File: src/rtl/core/stop_and_wait_arq_rtt_timer_unit_macros.svh
// Assertion macros for the stop-and-wait ARQ timer unit.
`ifndef STOP_AND_WAIT_ARQ_RTT_TIMER_UNIT_MACROS_SVH
`define STOP_AND_WAIT_ARQ_RTT_TIMER_UNIT_MACROS_SVH

// Check that cond_a implies cond_c in the same cycle, outside reset.
`define SAWRT_ASSERT_IMPLIES(label, cond_a, cond_c) \
    label: assert property (@(posedge clk) disable iff (!rst_n) (cond_a) |-> (cond_c)) \
        else $error("sawrt implication check failed");

// Check that expr never holds, outside reset.
`define SAWRT_ASSERT_NEVER(label, expr) \
    label: assert property (@(posedge clk) disable iff (!rst_n) !(expr)) \
        else $error("sawrt forbidden condition seen");

`endif

File: src/rtl/core/sawrt_pkg.sv
// Shared types, constants and helpers for the stop-and-wait ARQ timer unit.
`timescale 1ns / 1ps

package sawrt_pkg;

    localparam int TIME_BITS_DEF = 16;
    localparam int SEQ_BITS_DEF  = 32;

    localparam int EST_W   = 16;
    localparam int INRTT_W = 14;
    localparam int INDEV_W = 12;
    localparam int DATA_W  = 32;
    localparam int ADDR_W  = 4;

    localparam logic [EST_W-1:0]   MAX_TIMEOUT_RST = 16'd5000;
    localparam logic [INRTT_W-1:0] INIT_RTT_RST    = 14'd500;
    localparam logic [INDEV_W-1:0] INIT_DEV_RST    = 12'd50;

    // Q16 smoothing gains
    localparam logic [EST_W-1:0] GAIN_DEV_OLD = 16'd45875;
    localparam logic [EST_W-1:0] GAIN_DEV_NEW = 16'd19661;
    localparam logic [EST_W-1:0] GAIN_RTT_OLD = 16'd52429;
    localparam logic [EST_W-1:0] GAIN_RTT_NEW = 16'd13107;

    typedef enum logic [1:0] {
        OP_SEND = 2'd0,
        OP_ACK  = 2'd1,
        OP_DATA = 2'd2,
        OP_TICK = 2'd3
    } op_t;

    typedef enum logic [1:0] {
        ACT_TRANSMIT   = 2'd0,
        ACT_RETRANSMIT = 2'd1,
        ACT_SEND_ACK   = 2'd2,
        ACT_ACKED      = 2'd3
    } act_t;

    typedef enum logic [1:0] {
        REG_MAX_TIMEOUT = 2'd0,
        REG_INIT_RTT    = 2'd1,
        REG_INIT_DEV    = 2'd2,
        REG_NONE        = 2'd3
    } reg_idx_t;

    typedef struct packed {
        logic                 load;
        logic [INRTT_W-1:0]   rtt;
        logic [INDEV_W-1:0]   dev;
    } init_load_t;

    typedef struct packed {
        logic awaiting;
        logic retx;
    } ctrl_status_t;

    typedef struct packed {
        act_t             action;
        logic             deliver;
        logic [EST_W-1:0] rtt;
        logic [EST_W-1:0] dev;
        logic [EST_W-1:0] timeout;
    } result_t;

    // rtt + 4*dev, saturated to the estimate width
    function automatic logic [EST_W-1:0] timeout_from(input logic [EST_W-1:0] r,
                                                       input logic [EST_W-1:0] d);
        logic [EST_W+1:0] sum;
        sum = {2'b00, r} + {d, 2'b00};
        return (sum[EST_W+1:EST_W] != 2'b00) ? {EST_W{1'b1}} : sum[EST_W-1:0];
    endfunction

endpackage

File: src/rtl/core/sawrt_estimator.sv
// RTT and deviation update for one sample, plus the derived timeout.
`timescale 1ns / 1ps

module sawrt_estimator (
    input  logic                     first,
    input  logic [sawrt_pkg::EST_W-1:0] sample,
    input  logic [sawrt_pkg::EST_W-1:0] rtt,
    input  logic [sawrt_pkg::EST_W-1:0] dev,
    output logic [sawrt_pkg::EST_W-1:0] rtt_new,
    output logic [sawrt_pkg::EST_W-1:0] dev_new,
    output logic [sawrt_pkg::EST_W-1:0] timeout_new
);
    import sawrt_pkg::*;

    localparam int PROD_W = 2 * EST_W;

    logic [EST_W-1:0]  diff;
    logic [PROD_W:0]   dev_sum;
    logic [PROD_W:0]   rtt_sum;
    logic [EST_W:0]    dev_q;
    logic [EST_W:0]    rtt_q;

    always_comb
    begin
        diff    = (sample > rtt) ? (sample - rtt) : (rtt - sample);
        dev_sum = {1'b0, PROD_W'(GAIN_DEV_OLD) * PROD_W'(dev)}
                + {1'b0, PROD_W'(GAIN_DEV_NEW) * PROD_W'(diff)};
        rtt_sum = {1'b0, PROD_W'(GAIN_RTT_OLD) * PROD_W'(rtt)}
                + {1'b0, PROD_W'(GAIN_RTT_NEW) * PROD_W'(sample)};
        // truncate the Q16 fraction
        dev_q   = dev_sum[PROD_W:EST_W];
        rtt_q   = rtt_sum[PROD_W:EST_W];
        if (first)
        begin
            rtt_new = sample;
            dev_new = {1'b0, sample[EST_W-1:1]};
        end
        else
        begin
            rtt_new = rtt_q[EST_W] ? {EST_W{1'b1}} : rtt_q[EST_W-1:0];
            dev_new = dev_q[EST_W] ? {EST_W{1'b1}} : dev_q[EST_W-1:0];
        end
        timeout_new = timeout_from(rtt_new, dev_new);
    end

endmodule

File: src/rtl/core/sawrt_ctrl.sv
// Protocol state: sequence numbers, timer, estimates and per-beat result.
`timescale 1ns / 1ps

module sawrt_ctrl #(
    parameter int TIME_BITS = sawrt_pkg::TIME_BITS_DEF,
    parameter int SEQ_BITS  = sawrt_pkg::SEQ_BITS_DEF
) (
    input  logic                         clk,
    input  logic                         rst_n,
    input  logic                         proc_en,
    input  sawrt_pkg::op_t               op,
    input  logic [SEQ_BITS-1:0]          pn,
    input  logic [sawrt_pkg::EST_W-1:0]  max_timeout,
    input  sawrt_pkg::init_load_t        init,
    output logic                         res_valid,
    output sawrt_pkg::result_t           res,
    output logic [SEQ_BITS-1:0]          res_number,
    output sawrt_pkg::ctrl_status_t      status
);
    import sawrt_pkg::*;

    localparam int CMP_W = (TIME_BITS > EST_W) ? TIME_BITS : EST_W;
    localparam logic [EST_W-1:0] RTT_RST = EST_W'(INIT_RTT_RST);
    localparam logic [EST_W-1:0] DEV_RST = EST_W'(INIT_DEV_RST);

    logic [SEQ_BITS-1:0]  send_reg, send_next;
    logic [SEQ_BITS-1:0]  expect_reg, expect_next;
    logic [EST_W-1:0]     rtt_reg, rtt_next;
    logic [EST_W-1:0]     dev_reg, dev_next;
    logic [EST_W-1:0]     timeout_reg, timeout_next;
    logic [TIME_BITS-1:0] elapsed_reg, elapsed_next;
    logic                 awaiting_reg, awaiting_next;
    logic                 retx_reg, retx_next;

    logic [CMP_W-1:0]     elapsed_ext;
    logic [TIME_BITS-1:0] elapsed_inc;
    logic [CMP_W-1:0]     elapsed_inc_ext;
    logic [EST_W-1:0]     sample;
    logic [EST_W:0]       doubled;
    logic [EST_W-1:0]     est_rtt;
    logic [EST_W-1:0]     est_dev;
    logic [EST_W-1:0]     est_timeout;

    always_comb
    begin
        elapsed_ext     = CMP_W'(elapsed_reg);
        sample          = (elapsed_ext > CMP_W'({EST_W{1'b1}})) ? {EST_W{1'b1}}
                                                               : elapsed_ext[EST_W-1:0];
        // saturating timer
        elapsed_inc     = (elapsed_reg == {TIME_BITS{1'b1}}) ? elapsed_reg
                                                             : elapsed_reg + 1'b1;
        elapsed_inc_ext = CMP_W'(elapsed_inc);
        doubled         = {timeout_reg, 1'b0};
    end

    sawrt_estimator u_est (
        .first       (send_reg == '0),
        .sample      (sample),
        .rtt         (rtt_reg),
        .dev         (dev_reg),
        .rtt_new     (est_rtt),
        .dev_new     (est_dev),
        .timeout_new (est_timeout)
    );

    always_comb
    begin
        send_next     = send_reg;
        expect_next   = expect_reg;
        rtt_next      = rtt_reg;
        dev_next      = dev_reg;
        timeout_next  = timeout_reg;
        elapsed_next  = elapsed_reg;
        awaiting_next = awaiting_reg;
        retx_next     = retx_reg;
        res_valid     = 1'b0;
        res.action    = ACT_TRANSMIT;
        res.deliver   = 1'b0;
        res_number    = send_reg;

        if (init.load)
        begin
            rtt_next     = EST_W'(init.rtt);
            dev_next     = EST_W'(init.dev);
            timeout_next = timeout_from(EST_W'(init.rtt), EST_W'(init.dev));
        end
        else if (proc_en)
        begin
            unique case (op)
                OP_SEND:
                begin
                    awaiting_next = 1'b1;
                    retx_next     = 1'b0;
                    elapsed_next  = '0;
                    res_valid     = 1'b1;
                    res.action    = ACT_TRANSMIT;
                end
                OP_ACK:
                begin
                    if (awaiting_reg && (pn == send_reg))
                    begin
                        // only clean round trips feed the estimator
                        if (!retx_reg)
                        begin
                            rtt_next     = est_rtt;
                            dev_next     = est_dev;
                            timeout_next = est_timeout;
                        end
                        send_next     = send_reg + 1'b1;
                        awaiting_next = 1'b0;
                        retx_next     = 1'b0;
                        elapsed_next  = '0;
                        res_valid     = 1'b1;
                        res.action    = ACT_ACKED;
                    end
                end
                OP_DATA:
                begin
                    res_valid  = 1'b1;
                    res.action = ACT_SEND_ACK;
                    if (pn == expect_reg)
                    begin
                        expect_next = expect_reg + 1'b1;
                        res.deliver = 1'b1;
                        res_number  = pn;
                    end
                    else
                    begin
                        // re-ack the last in-order number
                        res_number = expect_reg - 1'b1;
                    end
                end
                OP_TICK:
                begin
                    if (awaiting_reg)
                    begin
                        if (elapsed_inc_ext >= CMP_W'(timeout_reg))
                        begin
                            timeout_next = (doubled > {1'b0, max_timeout}) ? max_timeout
                                                                           : doubled[EST_W-1:0];
                            retx_next    = 1'b1;
                            elapsed_next = '0;
                            res_valid    = 1'b1;
                            res.action   = ACT_RETRANSMIT;
                        end
                        else
                        begin
                            elapsed_next = elapsed_inc;
                        end
                    end
                end
                default:
                begin
                end
            endcase
        end

        res.rtt     = rtt_next;
        res.dev     = dev_next;
        res.timeout = timeout_next;
    end

    always_ff @(posedge clk or negedge rst_n)
    begin
        if (!rst_n)
        begin
            send_reg     <= '0;
            expect_reg   <= '0;
            rtt_reg      <= RTT_RST;
            dev_reg      <= DEV_RST;
            timeout_reg  <= timeout_from(RTT_RST, DEV_RST);
            elapsed_reg  <= '0;
            awaiting_reg <= 1'b0;
            retx_reg     <= 1'b0;
        end
        else
        begin
            send_reg     <= send_next;
            expect_reg   <= expect_next;
            rtt_reg      <= rtt_next;
            dev_reg      <= dev_next;
            timeout_reg  <= timeout_next;
            elapsed_reg  <= elapsed_next;
            awaiting_reg <= awaiting_next;
            retx_reg     <= retx_next;
        end
    end

    assign status.awaiting = awaiting_reg;
    assign status.retx     = retx_reg;

endmodule

File: src/rtl/core/stop_and_wait_arq_rtt_timer_unit.sv
// Top level: stream ports, APB registers, input and result registers.
//
//  channel   dir   handshake          payload
//  s_*       in    s_tvalid/s_tready  s_tuser operation, s_tdata packet_number
//  m_*       out   m_tvalid/m_tready  m_tuser action, m_tdata number/deliver/estimates
//  apb       in    psel/penable       paddr, pwdata, prdata (pready tied high)
//
// One beat per cycle sustained while m_tready stays high; a result passes through the input
// register, then the state update and the result register.
// Reset loads the estimates from the register reset values; no sweep is needed.
// A stalled m_tready holds the result register; s_tready drops once the input
// register is also full. Beats that cause no result (stale ack, idle tick) drain.
`timescale 1ns / 1ps
`include "stop_and_wait_arq_rtt_timer_unit_macros.svh"

module stop_and_wait_arq_rtt_timer_unit #(
    parameter int TIME_BITS = sawrt_pkg::TIME_BITS_DEF,
    parameter int SEQ_BITS  = sawrt_pkg::SEQ_BITS_DEF
) (
    input  logic                          clk,
    input  logic                          rst_n,
    input  logic                          s_tvalid,
    output logic                          s_tready,
    input  logic [31:0]                   s_tdata,  // [31:0] packet_number
    input  logic [1:0]                    s_tuser,  // [1:0] operation
    output logic                          m_tvalid,
    input  logic                          m_tready,
    // [31:0] number_out, [32] deliver, [48:33] rtt_estimate,
    // [64:49] deviation_estimate, [80:65] timeout_ms, [87:81] zero
    output logic [87:0]                   m_tdata,
    output logic [1:0]                    m_tuser,  // [1:0] action
    input  logic                          psel,
    input  logic                          penable,
    input  logic                          pwrite,
    input  logic [sawrt_pkg::ADDR_W-1:0]  paddr,
    input  logic [sawrt_pkg::DATA_W-1:0]  pwdata,
    output logic [sawrt_pkg::DATA_W-1:0]  prdata,
    output logic                          pready
);
    import sawrt_pkg::*;

    // configuration registers
    logic [EST_W-1:0]   max_timeout_reg;
    logic [INRTT_W-1:0] init_rtt_reg, init_rtt_next;
    logic [INDEV_W-1:0] init_dev_reg, init_dev_next;
    logic               cfg_wr;
    reg_idx_t           cfg_idx;
    init_load_t         init;

    // input register
    logic                in_valid_reg;
    op_t                 in_op_reg;
    logic [SEQ_BITS-1:0] in_pn_reg;

    // result register
    logic                out_valid_reg;
    result_t             out_res_reg;
    logic [SEQ_BITS-1:0] out_num_reg;

    logic                can_advance;
    logic                proc_en;
    logic                res_valid;
    result_t             res;
    logic [SEQ_BITS-1:0] res_number;
    ctrl_status_t        status;

    assign pready  = 1'b1;
    assign cfg_wr  = psel && penable && pwrite && pready;
    assign cfg_idx = reg_idx_t'(paddr[3:2]);

    always_comb
    begin
        init_rtt_next = init_rtt_reg;
        init_dev_next = init_dev_reg;
        init.load     = 1'b0;
        if (cfg_wr)
        begin
            unique case (cfg_idx)
                REG_INIT_RTT:
                begin
                    init_rtt_next = pwdata[INRTT_W-1:0];
                    init.load     = 1'b1;
                end
                REG_INIT_DEV:
                begin
                    init_dev_next = pwdata[INDEV_W-1:0];
                    init.load     = 1'b1;
                end
                REG_MAX_TIMEOUT, REG_NONE:
                begin
                end
                default:
                begin
                end
            endcase
        end
        init.rtt = init_rtt_next;
        init.dev = init_dev_next;
    end

    always_comb
    begin
        unique case (cfg_idx)
            REG_MAX_TIMEOUT: prdata = DATA_W'(max_timeout_reg);
            REG_INIT_RTT:    prdata = DATA_W'(init_rtt_reg);
            REG_INIT_DEV:    prdata = DATA_W'(init_dev_reg);
            default:         prdata = '0;
        endcase
    end

    always_ff @(posedge clk or negedge rst_n)
    begin
        if (!rst_n)
        begin
            max_timeout_reg <= MAX_TIMEOUT_RST;
            init_rtt_reg    <= INIT_RTT_RST;
            init_dev_reg    <= INIT_DEV_RST;
        end
        else
        begin
            if (cfg_wr && (cfg_idx == REG_MAX_TIMEOUT))
            begin
                max_timeout_reg <= pwdata[EST_W-1:0];
            end
            init_rtt_reg <= init_rtt_next;
            init_dev_reg <= init_dev_next;
        end
    end

    assign can_advance = !out_valid_reg || m_tready;
    assign proc_en     = in_valid_reg && can_advance;
    assign s_tready    = !in_valid_reg || can_advance;

    sawrt_ctrl #(
        .TIME_BITS (TIME_BITS),
        .SEQ_BITS  (SEQ_BITS)
    ) u_ctrl (
        .clk         (clk),
        .rst_n       (rst_n),
        .proc_en     (proc_en),
        .op          (in_op_reg),
        .pn          (in_pn_reg),
        .max_timeout (max_timeout_reg),
        .init        (init),
        .res_valid   (res_valid),
        .res         (res),
        .res_number  (res_number),
        .status      (status)
    );

    always_ff @(posedge clk or negedge rst_n)
    begin
        if (!rst_n)
        begin
            in_valid_reg  <= 1'b0;
            out_valid_reg <= 1'b0;
        end
        else
        begin
            if (s_tvalid && s_tready)
            begin
                in_valid_reg <= 1'b1;
            end
            else if (proc_en)
            begin
                in_valid_reg <= 1'b0;
            end

            if (proc_en)
            begin
                out_valid_reg <= res_valid;
            end
            else if (m_tready)
            begin
                out_valid_reg <= 1'b0;
            end
        end
    end

    // payload registers, no reset
    always_ff @(posedge clk)
    begin
        if (s_tvalid && s_tready)
        begin
            in_op_reg <= op_t'(s_tuser);
            in_pn_reg <= s_tdata[SEQ_BITS-1:0];
        end
        if (proc_en && res_valid)
        begin
            out_res_reg <= res;
            out_num_reg <= res_number;
        end
    end

    assign m_tvalid = out_valid_reg;
    assign m_tuser  = out_res_reg.action;
    assign m_tdata  = {7'b0, out_res_reg.timeout, out_res_reg.dev, out_res_reg.rtt,
                       out_res_reg.deliver, 32'(out_num_reg)};

    `SAWRT_ASSERT_IMPLIES(a_deliver_only_on_ack, m_tvalid && m_tdata[32], m_tuser == ACT_SEND_ACK)
    `SAWRT_ASSERT_IMPLIES(a_empty_out_takes_in, !m_tvalid, s_tready)
    `SAWRT_ASSERT_IMPLIES(a_retx_result_state, m_tvalid && (m_tuser == ACT_RETRANSMIT),
                          status.awaiting && status.retx)
    `SAWRT_ASSERT_NEVER(a_retx_needs_pending, !status.awaiting && status.retx)

endmodule

File: config.mk
export PLATFORM = sky130hd
export DESIGN_NAME = stop_and_wait_arq_rtt_timer_unit
export DESIGN_NICKNAME = d
export VERILOG_FILES = /design/src/rtl/core/sawrt_pkg.sv /design/src/rtl/core/sawrt_estimator.sv /design/src/rtl/core/sawrt_ctrl.sv /design/src/rtl/core/stop_and_wait_arq_rtt_timer_unit.sv
export VERILOG_INCLUDE_DIRS = /design/src /design/src/rtl/core
export SDC_FILE = /design/constraint.sdc
export NUM_CORES = 2
export LEC_CHECK = 0
export ABC_CLOCK_PERIOD_IN_PS = 10950
export BUFFER_PORTS_ARGS = -buffer_cell sky130_fd_sc_hd__buf_4
export CORE_ASPECT_RATIO = 1.25
export CORE_UTILIZATION = 30
export DETAILED_ROUTE_END_ITERATION = 8
export HOLD_SLACK_MARGIN = 0.03
export PLACE_DENSITY = 0.44
export RECOVER_POWER = 50
export SETUP_SLACK_MARGIN = 0.2
export SYNTH_ARGS = -nofsm -noshare
export SYNTH_HDL_FRONTEND = slang
export SYNTH_SLANG_ARGS = --single-unit
File: constraint.sdc
create_clock -name clk -period 10.95 [get_ports clk]
set_input_delay 2.19 -clock clk [delete_from_list [all_inputs] [get_ports clk]]
set_output_delay 2.19 -clock clk [all_outputs]
set_load 0.03 [all_outputs]
# [Word level (Yosys, flattened, before mapping)]
# Cells that the tools add are included.
[totals] input_bits=77 reg_bits=291
[classes] mul=4 add_sub_neg=10 reduce_logical=29 n_eq_ne=11 n_lt_le_gt_ge=4 n_bitwise=3 muxes=62
[op_table] cell="16-bit two-way mux" count=29
[op_table] cell="32-bit two-way mux" count=4
[op_table] cell="16-bit one-hot mux with 3 select lines" count=2
[op_table] cell="32-bit by 1-bit adder with 32-bit output (second input constant)" count=2
[op_table] cell="32-bit equality test" count=2
[op_table] cell="16-bit by 16-bit multiplier with 32-bit output (first input constant)" count=2
[op_table] cell="32-bit by 30-bit adder with 33-bit output" count=1
[op_table] cell="32-bit by 31-bit adder with 33-bit output" count=1
[op_table] cell="32-bit zero test" count=1
[op_table] cell="16-bit one-hot mux with 2 select lines" count=1
[op_table] cell="16-bit subtractor" count=2
[op_table] cell="32-bit by 1-bit subtractor with 32-bit output (second input constant)" count=1
[op_table] cell="15-bit by 16-bit multiplier with 31-bit output (first input constant)" count=1
[op_table] cell="14-bit by 16-bit multiplier with 30-bit output (first input constant)" count=1
[op_table] cell="14-bit two-way mux" count=2
[op_table] cell="12-bit two-way mux" count=2
[op_table] cell="16-bit by 18-bit adder with 18-bit output" count=1
[op_table] cell="17-bit by 16-bit greater-than comparator with 1-bit output" count=1
[op_table] cell="16-bit by 1-bit adder with 16-bit output (second input constant)" count=1
[op_table] cell="16-bit equality test (second input constant)" count=1
[op_table] cell="16-bit greater-or-equal comparator" count=1
[op_table] cell="16-bit greater-than comparator" count=1
[op_table] cell="16-bit greater-than comparator (second input constant)" count=1
[op_table] cell="1-bit two-way mux" count=16
[op_table] cell="other kinds (21)" count=46

# [Logic depth before layout (Yosys ltp)]
[depth] word_depth=16 ltp_mapped=51 depth_no_buf=50

# [Cells and area by module]
# Synthesis repeated with hierarchy kept, for this count alone.
[unflattened] cells_unflattened=3477 area_unflattened_um2=35278.8
[by_module_without_submodules] mod="sawrt_estimator" area_per_inst_um2=19423.6 seq_area_each_um2=0.0 cells_per_inst=1996 n_inst=1
[by_module_without_submodules] mod="sawrt_ctrl" area_per_inst_um2=10077.2 seq_area_each_um2=3271.9 cells_per_inst=1196 n_inst=1
[by_module_without_submodules] mod="stop_and_wait_arq_rtt_timer_unit" area_per_inst_um2=5778.0 seq_area_each_um2=4631.9 cells_per_inst=285 n_inst=1

# [Least setup slack after synthesis]
# Ideal clock, no wire load.
[synth_path] path_kind="register -> register" from="register u_ctrl.elapsed_reg[9] (netlist: u_ctrl.elapsed_ext[9])" to="register out_res_reg, in the netlist m_tdata[79] (data pin)" arrival_ns=11.064 path_buffers=4 path_slack_ns=-0.395 period_less_slack_ns=11.345 setup_time_ns=0.282 path_stages_with_launch=46 path_cell_list="dfrtp_1 > inv_1 > ha_1 > clkbuf_1 > a21o_1 > a21o_1 > a21oi_1 > o21ai_0 > o21ai_1 > clkbuf_1 > clkbuf_1 > nor3_1 > a31oi_1 > xor2_1 > ha_1 > ha_1 > inv_1 > fa_1 > (+10 left out) > a221o_1 > a221oi_2 > o31ai_2 > a21oi_4 > mux2i_2 > clkbuf_1 > a22oi_1 > ha_1 > or3_1 > a21oi_1 > nor3_1 > a211o_1 > a21oi_1 > nand2b_1 > a2111oi_2 > o211ai_2 > a211oi_1 > o22ai_1"
[synth_lines] element="start, declared" line_no="sawrt_ctrl.sv:31" rtl="logic [TIME_BITS-1:0] elapsed_reg, elapsed_next;"
[synth_lines] element="start signal, assigned" line_no="sawrt_ctrl.sv:183" rtl="elapsed_reg <= elapsed_next;"
[synth_lines] element="end signal, assigned" line_no="stop_and_wait_arq_rtt_timer_unit.sv:190" rtl="out_res_reg <= res;"
[synth_lines] element="end, declared" line_no="stop_and_wait_arq_rtt_timer_unit.sv:57" rtl="result_t out_res_reg;"

==> run summary <==
The flow ran to the end, but the final reports show violations. The final reports fail on capacitance limit, slew limit. The setup violation total in the final timing report is 0.

Relative to the synthesized area, the layout overhead comes to 22.7%. The width of the chip is between 300 and 400 um. The first routing iteration left 1361 violations.

Entering global routing, the biggest net connects 86 pins. In the synthesized netlist the dominant register cell turns out to be sky130_fd_sc_hd__dfrtp_1. The number of maximum-capacitance constraint violations came out at 4. The number of synthesized register bits is 291. The initial standard-cell utilization of the core came out at 0.304. The post-route clock period utilization came out at 0.996. The number of flops mapped to enable cells by yosys came out at 117. The kind of cell with the highest combined delay on the critical path is adder cells. The synthesis warning total came out at 0.

The slowest stage of the critical path belongs to the cell sky130_fd_sc_hd__fa_1. Together, buffers and inverters on the worst path number 10. The post-synthesis instance area is 35500 um2. The residual antenna-violating net count after detailed routing came out at 0. The number of antenna violations at the first check in global routing is 1. The clock tree synthesis step divided the H-tree into 2 levels.

The number of placed I/O pins came out at 202. The number of global-route vias before repair is between 20000 and 30000. The critical path is of the flip-flop to flip-flop type. The proportion of register bits with asynchronous set or reset after synthesis is 0.598.

The number of distinct library cells after synthesis is 88. The total half-perimeter wirelength after legalization and detailed placement came out at around 100000 um. The aggregate negative setup slack is 0 ns. The clock arrives with 0.0174 ns of skew. The leftover overflow at the end of global routing came out at 0.

Of the post-synthesis cell area, the dominant cell type holds 0.223. The max-slew headroom at the worst pin came out at -2.31. The site row count is 140. The number of clock sinks came out at between 200 and 300.

The count of final max-slew check failures is 214. Among the stages of the critical path, the cell type that occurs most often is sky130_fd_sc_hd__fa_1. The first global-routing pass estimated 183000 um of wire.

The area enclosed by the die boundary came out at 120000 um2. Setup repair after global routing could not meet its margin everywhere. The path class of the tightest hold or removal check is flip-flop to flip-flop. The data arrival time of the critical path is between 10 and 15 ns. After synthesis, the cell types taking the most area are sky130_fd_sc_hd__fa_1, sky130_fd_sc_hd__ha_1, sky130_fd_sc_hd__dfrtp_1, sky130_fd_sc_hd__edfxtp_1, sky130_fd_sc_hd__inv_1. The routability-driven placement congestion ratio came out at 0.911. The average instance in the mapped netlist occupies approximately 9.8 um2. The overall fraction of global-route tracks in use is 0.206. Of all cell types, the one taking the most synthesized area is sky130_fd_sc_hd__fa_1. The critical path startpoint category is a flip-flop.

The die boundary height is 387 um. The biggest cell delay along the critical path is 0.56 ns. The net count reported at finish came out at 5131. After detailed routing, the average wire length per cell comes to about 21 um. The wire length reported by the detailed router came out at 122000 um. At the pin with the least slew margin, the transition time is between 4 and 5 ns. The CTS tree is done. The region available for standard cell placement spans 117000 um2. The number of cells produced by synthesis came out at 3614. The kind of end point of the critical path is a flip-flop.

The clock period minus final worst setup slack is 10.90 ns. The buffer cell driving the clock tree root is sky130_fd_sc_hd__clkbuf_16. The number of vias in the routed layout is 27000.

The number of buffers created by CTS is 35. The maximum fanout encountered on the critical timing path came out at 7. Based on the critical path, the design can be clocked at up to 0.0917 GHz. The number of flip-flops under the largest register name is 49. In the synthesized netlist, the cells that appear most often are sky130_fd_sc_hd__inv_1, sky130_fd_sc_hd__ha_1, sky130_fd_sc_hd__fa_1. The residual DRC count came out at 0.

The insertion delay of the later-clocked pin in the worst-skew pair is 0.57 ns. The cts-stage hold buffer count is 0. The worst register-to-register path has a setup slack of 0.05 ns. In the post-synthesis netlist, the cell with the most instances is sky130_fd_sc_hd__inv_1.

The required arrival time at the worst endpoint came out at 11.22 ns. The deepest clock path buffer count is 3. After detailed routing, the number of vias per cell comes to about 4.7. In the final layout, the share of cells above drive strength 1 is 0.200.

The count of endpoints failing hold in the final timing report came out at 0. The register clock-pin slew on the reported worst setup and hold paths is around 0.06 ns. The number of buffers inserted by port buffering came out at 159. Before antenna repair, the detailed router went through 5 iterations. The sequential element share of the synthesized area is 0.223.
-- cell families after synthesis --
logic type	share of synthesized area
other cells	0.000211
mux	0.0230
buf+inv	0.0912
simple gates	0.0954
compound gates	0.0990
xor+xnor	0.0570
flops	0.223
fa+ha+maj	0.412
-- per-layer routing --
metal	vias up	part of all wire	wire length, um	global-route usage
met3	153	0.028	3430	0.0173
met2	500	0.52	63500	0.375
li1	12900	-	-	-
met5	-	0	0	0
met4	0	0.041	4990	0.0733
met1	13400	0.41	50100	0.252
-- cell type report --
cell class	count	area (um2)
tap	1562	1950
multi-input combinational	2508	25700
sequential	291	7910
antenna	3	7.51
clock inverter	25	362
timing repair buffer	580	4140
clock buffer	39	912
inverter	707	2660
fill	12100	73400
-- worst register-to-register path, delay by kind of cell, from the launching register on --
family / cells / cell delay, ns
adder cells (fa/ha/maj): 12 / 4.17
flip-flops: 1 / 0.41
multiplexers: 1 / 0.36
buffers and inverters: 10 / 1.05
AO/OA/AOI/OAI: 16 / 3.50
AND/OR/NAND/NOR: 9 / 0.95
XOR/XNOR: 1 / 0.16
-- cell usage in the layout (no fill, tap or decap), types with 24 or more instances in the layout --
cell,count
sky130_fd_sc_hd__inv_1,686
sky130_fd_sc_hd__ha_1,499
sky130_fd_sc_hd__buf_4,435
sky130_fd_sc_hd__fa_1,383
sky130_fd_sc_hd__nand2_1,221
sky130_fd_sc_hd__xnor2_1,166
sky130_fd_sc_hd__nor2_1,150
sky130_fd_sc_hd__dfrtp_1,142
sky130_fd_sc_hd__o21ai_0,126
sky130_fd_sc_hd__edfxtp_1,117
sky130_fd_sc_hd__a21oi_1,106
sky130_fd_sc_hd__clkbuf_1,91
sky130_fd_sc_hd__nand3_1,56
sky130_fd_sc_hd__xor2_1,53
sky130_fd_sc_hd__nand4_1,51
sky130_fd_sc_hd__a21o_1,43
sky130_fd_sc_hd__mux2_2,40
sky130_fd_sc_hd__nand2b_1,38
sky130_fd_sc_hd__clkbuf_16,36
sky130_fd_sc_hd__clkbuf_4,35
sky130_fd_sc_hd__mux2i_1,32
sky130_fd_sc_hd__and3_1,30
sky130_fd_sc_hd__ha_4,30
sky130_fd_sc_hd__dfstp_2,29
sky130_fd_sc_hd__o21ai_1,25
sky130_fd_sc_hd__conb_1,24
-- worst paths after layout --
path                                startpoint                  end  cells after the start
min reg2reg                max_timeout_reg[13]  max_timeout_reg[13]                      1
max in group asynchronous                rst_n   u_ctrl.dev_reg[13]                      2
max reg2reg                  u_ctrl.rtt_reg[0]          m_tdata[79]                     49
min                        max_timeout_reg[13]  max_timeout_reg[13]                      1
min in group asynchronous                rst_n  max_timeout_reg[10]                      1
max                          u_ctrl.rtt_reg[0]          m_tdata[79]                     49
-- through the flow --
stage	std cells	hold slack, ns	setup WS (ns)	util	area (um2)
3_5_place_dp	5602	0.542	-0.691	0.351	41100
6_report	5715	0.554	0.0488	0.373	43600
5_1_grt	5712	0.576	-0.327	0.372	43600
3_3_place_gp	5602	0.520	-0.618	0.351	41100
4_1_cts	5686	0.556	-0.0854	0.368	43100
2_1_floorplan	3636	0.475	0.210	-	35700
-- timing repair --
action | CTS | global route
setup endpoints to repair | 32 | 32
resized for setup | 122 | 122
endpoints found under the hold margin | 0 | 0
pin swaps | 64 | 71
buffers inserted | 20 | 26
gates cloned | 0 | 0
Power is not shown: default switching activity piles up to over one toggle a cycle in this logic, so the estimate is an artifact.
